$ cat src/hdl/drr_pkg.sv
// ---------------------------------------------------------------------------
// drr_pkg
// Shared types and constants for the delimited response receiver.
// ---------------------------------------------------------------------------
`default_nettype none

package drr_pkg;

   localparam int TIMER_W = 24;
   localparam int BYTE_W  = 8;

   typedef enum logic [1:0] {
      CMD_REQUEST = 2'd0,
      CMD_BYTE    = 2'd1,
      CMD_TICK    = 2'd2
   } drr_cmd_code_type;

   typedef enum logic [1:0] {
      REG_START_DELIM = 2'd0,
      REG_END_DELIM   = 2'd1,
      REG_TIMEOUT     = 2'd2
   } drr_reg_index_type;

   localparam logic [BYTE_W-1:0]  START_DELIM_RESET = 8'd2;
   localparam logic [BYTE_W-1:0]  END_DELIM_RESET   = 8'd3;
   localparam logic [TIMER_W-1:0] TIMEOUT_RESET     = 24'd120000;

   typedef struct packed {
      logic clr_timer;
      logic tick;
      logic clr_fill;
      logic store;
      logic rd_start;
      logic rd_next;
   } drr_ctrl_type;

   typedef struct packed {
      logic is_start;
      logic is_end;
      logic byte_expire;
      logic tick_expire;
      logic fill_zero;
      logic fill_full;
      logic rd_last;
   } drr_status_type;

endpackage

`default_nettype wire

$ cat src/hdl/drr_datapath.sv
// ---------------------------------------------------------------------------
// drr_datapath
// Config registers, timeout timer, fill count, message store and read-out.
// ---------------------------------------------------------------------------
`default_nettype none

module drr_datapath
   import drr_pkg::*;
#(
   parameter int BUFFER_BYTES = 64
) (
   input  wire logic                 clock,
   input  wire logic                 reset,
   input  wire logic                 csr_valid,
   input  wire logic [1:0]           csr_index,
   input  wire logic [TIMER_W-1:0]   csr_data,
   input  wire logic [BYTE_W-1:0]    data_byte,
   input  wire drr_ctrl_type         ctrl,
   output drr_status_type            status,
   output logic [BYTE_W-1:0]         msg_byte,
   output logic                      msg_last
);

   localparam int AW = (BUFFER_BYTES > 2) ? $clog2(BUFFER_BYTES) : 1;
   localparam logic [AW-1:0] FILL_MAX = AW'(BUFFER_BYTES - 1);

   logic [BYTE_W-1:0]  start_ff;
   logic [BYTE_W-1:0]  end_ff;
   logic [TIMER_W-1:0] timeout_ff;
   logic [TIMER_W-1:0] elapsed_ff;
   logic [TIMER_W-1:0] elapsed_in;
   logic [AW-1:0]      fill_ff;
   logic [AW-1:0]      rd_idx_ff;
   logic [BYTE_W-1:0]  rd_data_ff;
   logic [BYTE_W-1:0]  store_mem [BUFFER_BYTES];

   always_ff @(posedge clock) begin
      if (reset) begin
         start_ff   <= START_DELIM_RESET;
         end_ff     <= END_DELIM_RESET;
         timeout_ff <= TIMEOUT_RESET;
      end else if (csr_valid) begin
         case (csr_index)
            REG_START_DELIM: start_ff   <= csr_data[BYTE_W-1:0];
            REG_END_DELIM:   end_ff     <= csr_data[BYTE_W-1:0];
            REG_TIMEOUT:     timeout_ff <= csr_data;
            default: ;
         endcase
      end
   end

   // saturating increment
   assign elapsed_in = (elapsed_ff == '1) ? elapsed_ff : elapsed_ff + 1'b1;

   always_ff @(posedge clock) begin
      if (reset) begin
         elapsed_ff <= '0;
         fill_ff    <= '0;
         rd_idx_ff  <= '0;
      end else begin
         if (ctrl.clr_timer) begin
            elapsed_ff <= '0;
         end else if (ctrl.tick) begin
            elapsed_ff <= elapsed_in;
         end
         if (ctrl.clr_fill) begin
            fill_ff <= '0;
         end else if (ctrl.store) begin
            fill_ff <= fill_ff + 1'b1;
         end
         if (ctrl.rd_start) begin
            rd_idx_ff <= '0;
         end else if (ctrl.rd_next) begin
            rd_idx_ff <= rd_idx_ff + 1'b1;
         end
      end
   end

   always_ff @(posedge clock) begin
      if (ctrl.store) begin
         store_mem[fill_ff] <= data_byte;
      end
      rd_data_ff <= store_mem[rd_idx_ff];
   end

   always_comb begin
      status.is_start    = (data_byte == start_ff);
      status.is_end      = (data_byte == end_ff);
      status.byte_expire = (elapsed_ff > timeout_ff);
      status.tick_expire = (elapsed_in > timeout_ff);
      status.fill_zero   = (fill_ff == '0);
      status.fill_full   = (fill_ff == FILL_MAX);
      status.rd_last     = ({1'b0, rd_idx_ff} + 1'b1) == {1'b0, fill_ff};
   end

   assign msg_byte = rd_data_ff;
   assign msg_last = status.rd_last;

endmodule

`default_nettype wire

$ cat src/hdl/drr_ctrl.sv
// ---------------------------------------------------------------------------
// drr_ctrl
// Arm / message / drain sequencer for the delimited response receiver.
// ---------------------------------------------------------------------------
`default_nettype none

module drr_ctrl
   import drr_pkg::*;
(
   input  wire logic            clock,
   input  wire logic            reset,
   input  wire logic            req_fire,
   input  wire logic [1:0]      req_cmd,
   output logic                 req_ready,
   output logic                 rsp_valid,
   input  wire logic            rsp_ready,
   input  wire drr_status_type  status,
   output drr_ctrl_type         ctrl
);

   typedef enum logic [2:0] {
      ST_DISARMED,
      ST_ARMED,
      ST_IN_MSG,
      ST_RD,
      ST_SEND
   } state_type;

   state_type state_ff;
   state_type state_in;
   logic      rsp_valid_ff;

   always_comb begin
      state_in = state_ff;
      ctrl     = '0;
      unique case (state_ff)
         ST_DISARMED: begin
            if (req_fire && req_cmd == CMD_REQUEST) begin
               state_in       = ST_ARMED;
               ctrl.clr_timer = 1'b1;
               ctrl.clr_fill  = 1'b1;
            end
         end
         ST_ARMED, ST_IN_MSG: begin
            if (req_fire) begin
               unique case (req_cmd)
                  CMD_TICK: begin
                     ctrl.tick = 1'b1;
                     if (status.tick_expire) begin
                        state_in = ST_DISARMED;
                     end
                  end
                  CMD_BYTE: begin
                     if (status.byte_expire) begin
                        state_in = ST_DISARMED;
                     end else if (status.is_start) begin
                        state_in      = ST_IN_MSG;
                        ctrl.clr_fill = 1'b1;
                     end else if (status.is_end) begin
                        if (state_ff == ST_IN_MSG && !status.fill_zero) begin
                           state_in      = ST_RD;
                           ctrl.rd_start = 1'b1;
                        end else begin
                           state_in = ST_ARMED;
                        end
                     end else if (state_ff == ST_IN_MSG && !status.fill_full) begin
                        ctrl.store = 1'b1;
                     end
                  end
                  default: ;
               endcase
            end
         end
         ST_RD: begin
            state_in = ST_SEND;
         end
         ST_SEND: begin
            if (rsp_ready) begin
               if (status.rd_last) begin
                  state_in = ST_DISARMED;
               end else begin
                  state_in     = ST_RD;
                  ctrl.rd_next = 1'b1;
               end
            end
         end
         default: state_in = ST_DISARMED;
      endcase
   end

   always_ff @(posedge clock) begin
      if (reset) begin
         state_ff     <= ST_DISARMED;
         rsp_valid_ff <= 1'b0;
      end else begin
         state_ff     <= state_in;
         rsp_valid_ff <= (state_in == ST_SEND);
      end
   end

   assign req_ready = (state_ff == ST_DISARMED) || (state_ff == ST_ARMED) ||
                      (state_ff == ST_IN_MSG);
   assign rsp_valid = rsp_valid_ff;

   a_no_accept_while_sending: assert property (@(posedge clock) disable iff (reset)
      rsp_valid_ff |-> !req_ready)
      else $error("input ready while a result beat is pending");

   a_store_not_full: assert property (@(posedge clock) disable iff (reset)
      ctrl.store |-> !status.fill_full)
      else $error("store write with buffer full");

   a_drain_not_empty: assert property (@(posedge clock) disable iff (reset)
      ctrl.rd_start |-> !status.fill_zero)
      else $error("drain started with nothing stored");

   a_last_disarms: assert property (@(posedge clock) disable iff (reset)
      (rsp_valid_ff && rsp_ready && status.rd_last) |=> (state_ff == ST_DISARMED))
      else $error("block still armed after final beat");

endmodule

`default_nettype wire

$ cat src/hdl/delimited_response_receiver_top.sv
// ---------------------------------------------------------------------------
// delimited_response_receiver_top
// Waits for one delimited response after a request and streams it out.
//
// req channel: tuser carries the command (request, received byte, tick),
// tdata the received byte. A request arms the block; while armed, bytes
// between the start and end delimiters are stored, ticks run the timeout.
// rsp channel: one beat per stored byte, tlast on the final one.
// csr channel: always ready; index 0 start delimiter, 1 end delimiter,
// 2 timeout in ticks. Write only while idle.
// Throughput: one req beat per cycle while not draining. A drain reads each
// byte from the store into the output register, then offers it on rsp;
// req_tready stays low from the closing end byte until the last beat is
// taken. A stalled receiver simply holds the current beat.
// Reset: disarmed, delimiters 2 and 3, timeout 120000; the store is not
// cleared and no sweep is needed.
// ---------------------------------------------------------------------------
`default_nettype none

module delimited_response_receiver_top
   import drr_pkg::*;
#(
   parameter int BUFFER_BYTES = 64
) (
   input  wire logic         clock,
   input  wire logic         reset,
   input  wire logic         req_tvalid,
   output logic              req_tready,
   input  wire logic [7:0]   req_tdata,   // [7:0] data_byte
   input  wire logic [1:0]   req_tuser,   // [1:0] cmd
   output logic              rsp_tvalid,
   input  wire logic         rsp_tready,
   output logic [7:0]        rsp_tdata,   // [7:0] msg_byte
   output logic              rsp_tlast,
   input  wire logic         csr_valid,
   output logic              csr_ready,
   input  wire logic [1:0]   csr_index,
   input  wire logic [23:0]  csr_data
);

   drr_ctrl_type   ctrl;
   drr_status_type status;
   logic           req_fire;

   assign csr_ready = 1'b1;
   assign req_fire  = req_tvalid && req_tready;

   drr_ctrl u_ctrl (
      .clock     (clock),
      .reset     (reset),
      .req_fire  (req_fire),
      .req_cmd   (req_tuser),
      .req_ready (req_tready),
      .rsp_valid (rsp_tvalid),
      .rsp_ready (rsp_tready),
      .status    (status),
      .ctrl      (ctrl)
   );

   drr_datapath #(
      .BUFFER_BYTES (BUFFER_BYTES)
   ) u_datapath (
      .clock     (clock),
      .reset     (reset),
      .csr_valid (csr_valid && csr_ready),
      .csr_index (csr_index),
      .csr_data  (csr_data),
      .data_byte (req_tdata),
      .ctrl      (ctrl),
      .status    (status),
      .msg_byte  (rsp_tdata),
      .msg_last  (rsp_tlast)
   );

endmodule

`default_nettype wire
$ cat config.mk
export PLATFORM = sky130hd
export DESIGN_NAME = delimited_response_receiver_top
export DESIGN_NICKNAME = d
export VERILOG_FILES = /design/src/hdl/drr_pkg.sv /design/src/hdl/drr_datapath.sv /design/src/hdl/drr_ctrl.sv /design/src/hdl/delimited_response_receiver_top.sv
export SDC_FILE = /design/constraint.sdc
export NUM_CORES = 1
export LEC_CHECK = 0
export ABC_AREA = 1
export BUFFER_PORTS_ARGS = -buffer_cell sky130_fd_sc_hd__buf_2
export CAP_MARGIN = 10
export CORE_ASPECT_RATIO = 0.5
export CORE_UTILIZATION = 55
export DETAILED_ROUTE_END_ITERATION = 6
export GPL_TIMING_DRIVEN = 0
export PLACE_DENSITY = 0.71
export SLEW_MARGIN = 30
export SYNTH_ARGS = -nofsm -noshare
export SYNTH_HDL_FRONTEND = slang
export SYNTH_HIERARCHICAL = 1
export SYNTH_SLANG_ARGS = --single-unit
export TNS_END_PERCENT = 30
$ cat constraint.sdc
create_clock -name clock -period 5 [get_ports clock]
set_clock_uncertainty 0.15 [all_clocks]
set_input_delay 0.5 -clock clock [delete_from_list [all_inputs] [get_ports clock]]
set_output_delay 0.5 -clock clock [all_outputs]
set_load 0.03 [all_outputs]
* Word-level counts from Yosys, hierarchy flattened *
Memory sizes are Yosys's and may differ from the RTL's. A register that Yosys moved wholly into a read port is not among the register bits.
Index checks and enable logic that the tools add are counted.

word-level totals
  input port bits = 41
  memories = 1
  bits in writable memories = 512
  bits in registers = 80
  logic and storage cells = 80
  output and inout bits = 12

memories
  memory                depth  width  read ports  clocked after Yosys merged registers in  write ports  line                RTL
  u_datapath.store_mem  64     8      1           1                                        1            drr_datapath.sv:35  logic [BYTE_W-1:0] store_mem [BUFFER_BYTES];

cells by class
  magnitude comparators = 2
  multiplexer cells = 32
  reduce and logical (&&, ||, !) cells = 19
  $add $sub $neg = 4
  equal/unequal tests = 14

operators with widths
  operator                 number
  $gt A24 B24 Y1           2
  $mux W3                  9
  $add A24 B1 Y24 const B  1
  $eq A24 B24 Y1 const B   1
  $mux W24                 1
  $eq A8 B8 Y1             2
  $mux W1                  14
  $add A6 B1 Y6 const B    2
  $pmux W3 S4              1
  $mux W2                  4
  $reduce_or A2 Y1         4
  $add A6 B1 Y7 const B    1
  $eq A7 B6 Y1             1
  $eq A3 B2 Y1 const B     2
  $eq A3 B3 Y1 const B     2
  $eq A6 B6 Y1 const B     1
  $logic_not A6 Y1         1
  $pmux W3 S2              1
  $reduce_and A2 Y1        3
  $eq A2 B1 Y1 const B     2
  $eq A2 B2 Y1 const B     2
  $logic_and A1 B1 Y1      4
  $logic_not A2 Y1         2
  $mux W4                  1
  other kinds (5)          7

* Depth between registers and ports, before layout *
Gate-level depths: netlist of the first run.

  word-level depth = 12
  depth in mapped cells = 24
  depth with buffers taken out = 23

* Cells and area by module *
The synthesis of the first run kept the hierarchy.

modules (own cells, without submodules)
  module                           area an instance (µm²)  sequential area each (µm²)  cells an instance  instances
  drr_datapath                     26048.7                 17056.4                     2556               1
  drr_ctrl                         385.4                   80.1                        60                 1
  delimited_response_receiver_top  18.8                    0.0                         4                  1

* Worst setup path before layout of the first run *
No wires, ideal clock.

  kind = register -> register
  start = reg u_datapath.timeout_ff[7]
  end = mem u_datapath.store_mem[23][0] (enable)
  setup time = 0.383 ns
  required time = 4.467 ns
  period minus slack after synthesis = 3.099 ns
  path slack = 1.901 ns
  arrival = 2.566 ns
  path buffers = 1
  cell stages (with the launch flop) = 16
  path through = dfxtp_1 inv_1 ha_1 nand2_1 nor3_1 nand3_1 and3b_1 nor2_1 inv_1 nand2_1 inv_1 nand4_1 nor4_2 buf_2 inv_1 nor3_1

RTL lines
  what                    line                RTL
  start, declared         drr_datapath.sv:29  logic [TIMER_W-1:0] timeout_ff;
  start signal, assigned  drr_datapath.sv:46  REG_TIMEOUT: timeout_ff <= csr_data;
  end, declared           drr_datapath.sv:35

==> metrics, run 1 <==
Post-CTS Setup Inserts=0; critical path type=flip-flop to flip-flop; CP Cell Sequence=inv_1 > ha_1 > nand2_1 > nor3_1 > and3b_1 > nor2_1 > inv_1 > nand2_1 > inv_1 > nand4_1 > nor4_2 > buf_2 > nand3_1 > nor2_1; num ports=53; GPL Wtd Cong=0.989; slew of the pin with the lowest slew margin=1.04 ns; synth warn=6; Pwr Total=9.76 mW; CP startpoint=u_datapath/timeout_ff[23]; CTS Buf Count=52; Port Buf Inserts=51; Slew HR=0.301; vias in the first global route=18600; Syn Inst Count=2620; Final Non-Filler Cells=3412; Final Max Slew Viols=0; num rows=56; Arr. time, crit path=4.50 ns; CTS H-Tree Depth=2; area delta synth->final=11.1%; wire per inst=22.4 um; Routed Antenna Nets=0; register area=17100 um2; Hold Path Class=input port to flip-flop; Post-synth EDFFs=512; peak supply drop=0.239 mV; share of layout cells above drive strength 1=0.0851; DP HPWL=51800 um; DRT Pass-1 Iters=7; worst r2r src=u_datapath/timeout_ff[23]; Max Fclk=0.224 GHz; clk buf depth=3; fin crit share=0.892; Syn Area/Cell=10.1 um2; CTS tree=built; Critical Path End Type=flip-flop; Pleak=11.3 nW; RSZ-0062 raised after global routing=false; initial drt markers=2468; routed via count=20200; GRT Util Overall=0.311; GRT met2 Usage=0.511; Hold Fails Final Rpt=0; sw power=1.99 mW; FF-to-FF path depth=14; async set-or-reset flop fraction in the synthesized netlist=0; gr ovfl total=0; Startpoint Class=flip-flop; CP dominant cell by count=inv_1; largest net degree at the start of global routing=between 60 and 70; final WL=76500 um; WHS Path Cells=3; first-pass GRT wire length=about 110000 um; hold path startpoint=csr_data[1]; Fill cells=3758; Sw Share=0.203; Flop pwr share=0.558; number of max-cap violations=0; M3 GR Usage=0.0573; Horiz. Die Dim=312 um; Buffers & Inverters on Critical Path=4; P per Cell Area=332 nW/um2; crit-path max cell delay=0.94 ns; number of gates resized after cts=0; Worst path top cell family by delay=simple AND/OR/NAND/NOR gates; Min Clock Period, post-route=between 4 and 5 ns; Yosys reg bits=600; die area=between 40000 and 50000 um2; DRC viols=1; busiest grt layer=met2; footprint of the multi-input gates=around 8000 um2; worst reg2reg endpoint=u_datapath/store_mem[28][3]; root buf cell=clkbuf_16; Logic pwr share=0.024; Post-synth top flop=edfxtp_1; core area=47200 um2; Final TNS setup=0 ns; register area share after synthesis=0.648; Mapped Area=around 26000 um2; Antenna Cells=0; met1 global-route usage=0.427; CP max FO=10; Initial Util=0.561; CP required=between 5 and 6 ns; Clk pin slew, worst setup/hold paths=~0.06 ns; final setup vio count=0; syn_nets=2716; Cell Int Power=7.78 mW; Hold Crit Endpoint=u_datapath/end_ff[1]; Layout Utilization=0.623; Vias/cell=5.91; reg2reg setup slack=0.54 ns; Worst-Skew Late Latency=roughly 0.59 ns; outcome=finished, violations left; CP max stage cell=nor2_1; antenna violations before repair=0; count of different cell masters after synthesis=42; failing checks=design-rule violations; clock sink total=600; placed cells=3314; Chip Height=about 160 um; Clk pwr share=0.418; Final #Nets=2831
-- tightest hold or removal path, delay by kind of cell --
kind,cells,cell delay (ns)
buffers and inverters,1,0.10
AND/OR/NAND/NOR,2,0.11
-- metrics by stage --
stage | hold slack, ns | setup slack, ns | cell area [um2]
after floorplan | 0.300 | 1.90 | 26500
after global placement | 0.319 | 0.234 | 27500
after detailed placement | 0.341 | 0.557 | 27600
after CTS | 0.0152 | 0.540 | 29400
after global routing | 0.0367 | 0.400 | 29400
final | 0.0261 | 0.539 | 29400
-- cell usage in the layout (no fill, tap or decap), drive strengths merged, types with 2 or more instances in the layout --
cell type    synthesis  final
o211ai               7      7
inv                130    130
nor4                 2      2
xor2                20     20
nand3              468    468
xnor2               14     14
ha                  55     55
nand4               11     11
a31oi                2      2
nand2              825    825
nor3                17     17
a21oi               67     67
o21ai               71     71
a211oi               3      3
edfxtp             512    512
clkbuf              34    103
clkinv               2     19
dfxtp               88     88
buf                 98    154
nor2               186    186
dlygate4sd3          0      5
bufinv               0      5
clkinvlp             0      2
-- state kept, by name, summed over array words and instances, names as in the netlist, 6 cells and up --
signal                 cells
u_datapath/timeout_ff     24
u_datapath/store_mem     512
u_datapath/end_ff          8
u_datapath/start_ff        8
u_datapath/msg_byte        8
u_datapath/rd_idx_ff       6
u_datapath/fill_ff         6
u_datapath/elapsed_ff     24
-- routing by layer --
metal  up-vias  share of wire
met3       175           0.11
met1      9695           0.40
li1       9174              -
met2      1131           0.46
met5         -              0
met4         0          0.032
-- power groups by stage --
stage               clock [mW]  sequential [mW]  combinational (mW)
floorplan                    0             5.55              0.0886
global placement             0             5.56               0.213
detailed placement           0             5.56               0.231
CTS                       4.10             5.45               0.235
global route              4.29             5.45               0.259
finish                    4.08             5.45               0.236
-- worst max path at each step --
stage | endpoint | cells after the start
after floorplan | u_datapath/store_mem[23][0] | 15
final | u_datapath/store_mem[28][3] | 14
after CTS | u_datapath/store_mem[29][7] | 16
after global routing | u_datapath/store_mem[21][0] | 16
after detailed placement | u_datapath/store_mem[29][3] | 16
after global placement | u_datapath/store_mem[23][0] | 10
-- Yosys cell counts, types with 14 or more instances --
master      n  area share
nand2_1   820        0.12
edfxtp_1  512        0.58
nand3_1   465       0.088
nor2_1    183       0.026
inv_1     124       0.018
dfxtp_1    88       0.067
a21oi_1    65       0.012
buf_2      65       0.012
o21ai_0    64       0.012
ha_1       55       0.026
clkbuf_1   33      0.0047
buf_1      24      0.0034
xor2_1     20      0.0066
nor3_1     16      0.0030
xnor2_1    14      0.0046
-- logic make-up after synthesis --
group           share of synthesized area
compound gates                     0.0308
xor+xnor                           0.0113
fa+ha+maj                          0.0260
buf+inv                            0.0422
flops                               0.648
other cells                      0.000142
simple gates                        0.242
-- what timing repair did --
action	4_1_cts	5_1_grt
endpoints found under the hold margin	5	0
hold buffers	5	0
endpoints found under the setup margin	0	0
-- final cells by class --
type,count,share of cell area
inverters,132,0.0169
flip-flops and latches,600,0.583
clock buffers,69,0.0489
repair buffers,61,0.0146
plain buffers,132,0.0212
well taps,638,0.0272
clock inverters,24,0.00864
multi-input cells,1756,0.280
Power figures use the tool's default switching activity.
==> run 2: changes to the inputs <==
==> constraint.sdc (replaced) <==
create_clock -name clock -period 5 [get_ports clock]
set_clock_uncertainty 0.15 [all_clocks]
set_input_delay 1 -clock clock [delete_from_list [all_inputs] [get_ports clock]]
set_output_delay 1 -clock clock [all_outputs]
set_load 0.03 [all_outputs]
==> run 2 against run 1 <==
The run now ends clean. Final area decreased by 0.17%. Maximum frequency decreased by 0.69%. Routed wire length decreased by 0.32%. Clock-buffer cell count unchanged. Critical path depth unchanged. Flip-flop and latch count unchanged. Worst setup slack got worse by 0.031 ns. Die area unchanged. Cell count decreased by 0.15%.
==> metrics, run 2 (same netlist as run 1, synthesis figures left out) <==
Cell Int Power=roughly 7.8 mW; Arr. time, crit path=roughly 4.5 ns; GRT Util Overall=0.311; CTS H-Tree Depth=2; footprint of the multi-input gates=8220 um2; area delta synth->final=10.9%; Min Clock Period, post-route=between 4 and 5 ns; initial drt markers=2665; final setup vio count=0; peak supply drop=0.238 mV; vias in the first global route=around 19000; Max Fclk=0.223 GHz; DRT Pass-1 Iters=6; Startpoint Class=flip-flop; Clk pin slew, worst setup/hold paths=0.06 ns; Fill cells=between 3000 and 4000; first-pass GRT wire length=113000 um; Horiz. Die Dim=approximately 310 um; clk buf depth=3; CP max FO=10; worst reg2reg endpoint=u_datapath/store_mem[28][3]; outcome=finished, final reports clean; Chip Height=approximately 160 um; GRT met2 Usage=0.510; largest net degree at the start of global routing=67; slew of the pin with the lowest slew margin=between 1 and 1.5 ns; Flop pwr share=0.558; core area=47200 um2; most frequent cells in the layout=820 x nand2_1, 512 x edfxtp_1, 465 x nand3_1; setup slack at placement=0.231 ns; Clk pwr share=0.418; busiest grt layer=met2; clock sink total=600; reg2reg setup slack=0.51 ns; DRC viols=0; CTS tree=built; DP HPWL=roughly 52000 um; register area=17100 um2; WHS Path Cells=2; Top Registers=u_datapath/store_mem (512), u_datapath/elapsed_ff (24), u_datapath/timeout_ff (24); hold path startpoint=u_datapath/end_ff[1]; Initial Util=0.561; Post-CTS Hold Fix Bufs=0; FF-to-FF path depth=14; fin crit share=0.898; max reg flops=512; P per Cell Area=~330 nW/um2; critical path type=flip-flop to flip-flop; Logic pwr share=0.024; Port Buf Inserts=between 50 and 60; Hold Crit Endpoint=u_datapath/end_ff[1]; Routed Antenna Nets=0; share of layout cells above drive strength 1=0.0852; antenna violations before repair=0; commonest non-fill, non-tap cell in the layout=nand2_1; num rows=56; Critical Path End Type=flip-flop; CTS Buf Count=52; num ports=between 50 and 60; gr ovfl total=0; final WL=76300 um; Slew HR=0.288; worst r2r src=u_datapath/timeout_ff[23]; RSZ-0062 raised after global routing=false; final worst slack=0.508 ns; met1 global-route usage=0.427; Hold Fails Final Rpt=0; Final #Nets=2826; sw power=1.98 mW; Most flops, register=u_datapath/store_mem; die area=49000 um2; Vias/cell=slightly below 6; Pwr Total=9.76 mW; wire per inst=~22 um; root buf cell=clkbuf_16; Sw Share=0.203; CP required=between 5 and 6 ns; Antenna Cells=0; number of gates resized after cts=0; Final Max Slew Viols=0; M3 GR Usage=0.0573; GPL Wtd Cong=0.989; Worst-Skew Late Latency=0.59 ns; Pleak=11.2 nW; number of max-cap violations=0; Hold Path Class=flip-flop to flip-flop; Post-CTS Setup Inserts=0; routed via count=20100
==> run 2: changes by cell type in the layout (fill, tap and decap cells not counted) <==
cell,previous run,this run
dlygate4sd3_1,5,0
==> run 2: per-stage QoR <==
stage	util	area (um2)	instances	hold slack, ns	setup TNS (ns)
CTS	0.622	29300	3407	0.349	0
finish	0.622	29300	3407	0.342	0
floorplan	-	26500	2620	0.300	0
detailed placement	0.586	27600	3314	0.341	0
global route	0.622	29300	3407	0.368	0
global placement	0.583	27500	3309	0.319	-15.57
==> run 2: routing by layer <==
layer / up-vias / wire length, um
met3: 182 / 8840
li1: 9156 / -
met2: 1180 / 34800
met5: - / 0
met1: 9594 / 30200
met4: 0 / 2400
==> run 2: worst max-delay path by stage <==
| stage | from | endpoint | slack [ns] | cells after the start |
|---|---|---|---|---|
| global route | u_datapath/timeout_ff[23] | u_datapath/store_mem[21][0] | 0.40 | 16 |
| global placement | req_tdata[1] | u_datapath/store_mem[23][0] | -0.27 | 10 |
| finish | u_datapath/timeout_ff[23] | u_datapath/store_mem[28][3] | 0.51 | 14 |
| floorplan | u_datapath/timeout_ff[7] | u_datapath/store_mem[23][0] | 1.90 | 15 |
| CTS | u_datapath/timeout_ff[23] | u_datapath/store_mem[29][7] | 0.54 | 16 |
| detailed placement | req_tdata[5] | u_datapath/store_mem[29][3] | 0.23 | 12 |
==> run 2: layout make-up <==
cell class	count	area share
well taps	638	0.0272
clock inverters	24	0.00866
multi-input cells	1756	0.280
plain buffers	132	0.0212
clock buffers	69	0.0490
flip-flops and latches	600	0.584
repair buffers	56	0.0129
inverters	132	0.0169
==> run 2: power by group through the flow <==
| stage | sequential (mW) | clock, mW | combinational, mW |
|---|---|---|---|
| 3_5_place_dp | 5.56 | 0 | 0.231 |
| 4_1_cts | 5.45 | 4.10 | 0.232 |
| 2_1_floorplan | 5.55 | 0 | 0.0886 |
| 5_1_grt | 5.45 | 4.29 | 0.255 |
| 3_3_place_gp | 5.56 | 0 | 0.213 |
| 6_report | 5.45 | 4.08 | 0.232 |
==> run 2: worst max-delay path: stages, from the launching register on <==
cell and delay, ns:
dfxtp_1 0.30, inv_1 0.09, ha_1 0.32, nand2_1 0.08
nor3_1 0.46, and3b_1 0.24, nor2_1 0.07, inv_1 0.06
nand2_1 0.08, inv_1 0.08, nand4_1 0.14, nor4_2 0.34
buf_2 0.31, nand3_1 0.44, nor2_1 0.95
